<file path="src/hw/rtl/sacl_ram.sv">
// Generic single-port-write, single-port-read RAM with registered read data.
// No dependencies.
`timescale 1ns / 1ps
module sacl_ram #(
   parameter int WIDTH = 8,
   parameter int DEPTH = 16
) (
   input  logic                     clock,
   input  logic                     wr_en,
   input  logic [$clog2(DEPTH)-1:0] wr_addr,
   input  logic [WIDTH-1:0]         wr_data,
   input  logic [$clog2(DEPTH)-1:0] rd_addr,
   output logic [WIDTH-1:0]         rd_data
);
   logic [WIDTH-1:0] mem [DEPTH];

   always_ff @(posedge clock) begin
      if (wr_en) begin
         mem[wr_addr] <= wr_data;
      end
      rd_data <= mem[rd_addr];
   end
endmodule

</file>
<file path="config.mk">
export PLATFORM = sky130hd
export DESIGN_NAME = sacl_ram
export DESIGN_NICKNAME = d
export VERILOG_FILES = /design/src/hw/rtl/sacl_ram.sv
export SDC_FILE = /design/constraint.sdc
export NUM_CORES = 1
export LEC_CHECK = 0
export BUFFER_PORTS_ARGS = -buffer_cell sky130_fd_sc_hd__buf_2
export CORE_UTILIZATION = 55
export CTS_BUF_LIST = sky130_fd_sc_hd__clkbuf_16
export CTS_CLUSTER_DIAMETER = 80
export DETAILED_ROUTE_END_ITERATION = 6
export MAX_ROUTING_LAYER = met4
export PLACE_DENSITY = 0.73
export SETUP_SLACK_MARGIN = 0.1
export SYNTH_ARGS = -nofsm -noshare
export SYNTH_HDL_FRONTEND = slang
export SYNTH_SLANG_ARGS = --single-unit
</file>
<file path="constraint.sdc">
create_clock -name clock -period 2.2 [get_ports clock]
set_clock_uncertainty 0.2 [all_clocks]
set_input_delay 0.11 -clock clock [delete_from_list [all_inputs] [get_ports clock]]
set_output_delay 0.11 -clock clock [all_outputs]
set_load 0.01 [all_outputs]
</file>
Word level (Yosys, flattened, before mapping):

Memory sizes are Yosys's and may differ from the RTL's. A register that Yosys moved wholly into a read port is not among the register bits.
Cells that the tools add are included.

* add/subtract/negate cells: 0
* multiply operators: 0
* divide/modulo/power cells: 0
* magnitude comparators: 0
* eq/ne operators: 0
* shift-type cells: 0
* multiplexer cells: 2
* bitwise operators: 0
* reduce and logical (&&, ||, !) cells: 0

Operators with widths (count)
* $mux W1: 2

* register bits: 0
* latch bits: 0
* memory bits (writable): 128
* ROM bits: 0
* input bits: 18
* output and inout bits: 8
* word-level logic and storage cells: 3
* memories kept: 1

Memory list
* mem: words 16, bits a word 8, read ports 1, clocked after Yosys merged registers in 1, write ports 1, line 15 `logic [WIDTH-1:0] mem [DEPTH];`

Logic depth before layout (Yosys ltp):

* depth in word-level cells: 2
* gate-level depth with buffers: 5
* mapped depth without buffers: 3

Worst setup path before layout:

No wires, ideal clock.

* path type: input to register
* start: input wr_addr[2]
* end: memory mem[0][0], enable pin
* data arrival time: 1.220 ns
* data required time: 1.617 ns
* slack: 0.397 ns
* cell stages on the path: 2
* buffers on the path: 0
* cell sequence: or3b_2 nor3_1

RTL lines
* start: declaration: line 10 `input logic [$clog2(DEPTH)-1:0] wr_addr,`
* end: declaration: line 15

No word-level cell before the write port.

==> metrics.md <==
| Metric | Value |
|---|---|
| Hold Crit Start | wr_addr[0] |
| Post-synth cell types | 19 |
| Die ar. | 9750 µm² |
| Height of the die | 98.7 µm |
| First-pass GRT wire length | 15.4 mm |
| Seq/Total Area, Yosys | 77.8% |
| Setup violators final | 0 |
| Initial DRC Count | 193 |
| Post-layout min period | 1.59 ns |
| FF+latch count, synth | 136 |
| Avg Cell Area, Syn | 22.5 µm² |
| Share of cells above drive strength 1 | 30.7% |
| Routed Antenna Nets | 0 |
| Largest net degree at the start of global routing | 33 |
| HPWL after DPL | 6.07 mm |
| Cell Rows | 34 |
| Via-to-Cell Ratio | 6.15 |
| Antenna diodes | 0 |
| Clk Latency, worst-skew pair | 0.41 ns |
| CTS tree | built |
| Core Box Area | 8890 µm² |
| CTS resizes | 0 |
| Final Hold Violating Endpoints | 0 |
| Via count | 2529 |
| Commonest non-fill, non-tap cells in the layout | edfxtp_1 (128), buf_2 (25), mux4_2 (18), buf_4 (18), clkbuf_16 (17) |
| Leak | 2.11 nW |
| Most common cell after layout, fill and taps aside | edfxtp_1 |
| Ports | 26 |
| Worst endpoint required time | 2.29 ns |
| DRC Markers | 0 |
| Crit start category | flop |
| R2R depth | 3 |
| Root Buffer | clkbuf_16 |
| Routability cong. | 0.775 |
| Worst Path Max Fanout | 1 |
| Setup_tns | 0 ns |
| Clock buffer depth | 2 |
| Yosys Warn Count | 0 |
| GR Overflow Total | 0 |
| WHS Path Cells | 3 |
| P per Cell Area | 956 nW/µm² |
| RR Endpoint | rd_data[1]$_DFF_P_ |
| R2R Path Start | mem[9][1]$_DFFE_PP_ |
| Post-synth EDFFs | 128 |
| Net Count, Synth | 247 |
| Worst slack at placement | 0.270 ns |
| FMAX | 629 MHz |
| Initial Utilization | 57.9% |
| Setup slack, reg-to-reg | 0.61 ns |
| Type of the worst setup path | reg -> reg |
| Crit. End Element | flop |
| Hold crit path type | in -> reg |
| Yosys top cell by area | edfxtp_1 |
| Final Max Tran Viols | 0 |
| Asr flop ratio synth | 0% |
| Worst Tran Pin Value | 0.634 ns |
| Ranking of synthesized cells by area | edfxtp_1 (75%), mux4_2 (7.9%), mux4_1 (7.1%), dfxtp_1 (3.1%), a22oi_1 (2.3%) |
| Post-route setup slack | 0.609 ns |
| Clk slew on worst S/H paths | 0.06 ns |
| Post-CTS Setup Inserts | 0 |
| RSZ-0062 raised after global routing | no |
| Wire per inst | 24.2 µm |
| DRT Pass-1 Iters | 5 |
| Mapped Cells | 229 |
| Max transition margin | 57.6% |
| Vias in the first global route | 2608 |
| Layout area overhead | 19.2% |
| Final period util | 72.3% |
| Layout Nets | 309 |
| Mapped cell area | 5150 µm² |
| Sinks on Clock Net | 136 |
| Clock buffer count from CTS | 17 |
| Global Route Usage Sum | 23.8% |
| Chip width | 98.7 µm |
| Top_reg_cell synth | edfxtp_1 |
| Worst Hold Path EP | mem[4][0]$_DFFE_PP_ |
| Initial antenna violation count | 0 |
| Share of the synthesized area in the top cell type | 74.7% |
| Wirelength, routed | 9.93 mm |
| Worst EP arrival | 1.68 ns |
| Port Buffers | 25 |
| CTS H-tree depth | 4 |
| Outcome | finished clean |
| Max-Cap Viols | 0 |
| Maximum vdd ir drop | 0.651 mV |
-- routing by layer --
metal  wire (µm)  share of wire [%]  vias to the layer above  global-route usage [%]
met5           0                  0                        -                       -
met4         132                1.3                        0                    9.87
met3         793                8.0                       15                    6.52
met2        4910                 49                      131                    35.3
met1        4090                 41                     1284                    31.5
li1            -                  -                     1099                       -
-- state kept, by name, indices dropped and copies added (netlist names) --
name,count
mem,128
rd_data,8
-- cell type report --
cell class,count,area (µm²)
sequential,136,4000
tap,108,135
clock inverter,14,135
fill,529,2750
multi-input combinational,83,1060
clock buffer,17,425
timing repair buffer,53,380
-- worst max-delay path, stage by stage, from the launching register on --
cell and delay (ns):
edfxtp_1 0.37, mux4_1 0.52, a22oi_1 0.29, nand2_1 0.09
-- cells by family (layout without fill, tap and decap cells) --
family                 Yosys count  count (layout)  synth area share, %
buffers and inverters           10              84                 1.68
AO/OA/AOI/OAI                   16              16                 2.33
multiplexers                    32              32                 15.0
AND/OR/NAND/NOR                 35              35                 3.18
flip-flops                     136             136                 77.8
-- cells in the mapped netlist (2+ instances only) --
cell type,instances
a22oi_1,16
buf_2,3
buf_6,3
clkdlybuf4s25_2,3
dfxtp_1,8
edfxtp_1,128
mux4_1,14
mux4_2,18
nand2_1,9
nand2b_1,2
nand3b_1,2
nor2_1,13
nor3_1,4
-- worst max path at each step --
stage          depth (start not counted)                  from                  end  slack [ns]
4_1_cts                                3   mem[9][1]$_DFFE_PP_   rd_data[1]$_DFF_P_        0.59
3_5_place_dp                           5            rd_addr[0]   rd_data[1]$_DFF_P_        0.27
3_3_place_gp                           5            rd_addr[0]   rd_data[5]$_DFF_P_        0.33
2_1_floorplan                          2            wr_addr[2]  mem[0][0]$_DFFE_PP_        0.40
6_report                               3   mem[9][1]$_DFFE_PP_   rd_data[1]$_DFF_P_        0.61
5_1_grt                                3  mem[10][2]$_DFFE_PP_   rd_data[2]$_DFF_P_        0.53
-- stage by stage --
step	hold WS (ns)	cells	power [W]	util [%]	instance area, µm²
2_1_floorplan	0.00887	229	0.00312	-	5150
3_3_place_gp	0.289	372	0.00323	61.8	5500
3_5_place_dp	0.302	372	0.00324	61.8	5500
4_1_cts	0.0498	411	0.00590	69.0	6140
5_1_grt	0.0736	411	0.00603	69.0	6140
6_report	0.0709	411	0.00587	69.0	6140
-- where the power goes --
group          total, W  internal, W  switching [W]
sequential      0.00292      0.00290      0.0000214
clock           0.00266      0.00164        0.00102
combinational  0.000282     0.000127       0.000155
-- timing repair --
action	CTS	global route
hold buffers	8	0
setup endpoints to repair	0	0
endpoints found under the hold margin	128	0
(Power assumes the default switching activity.)
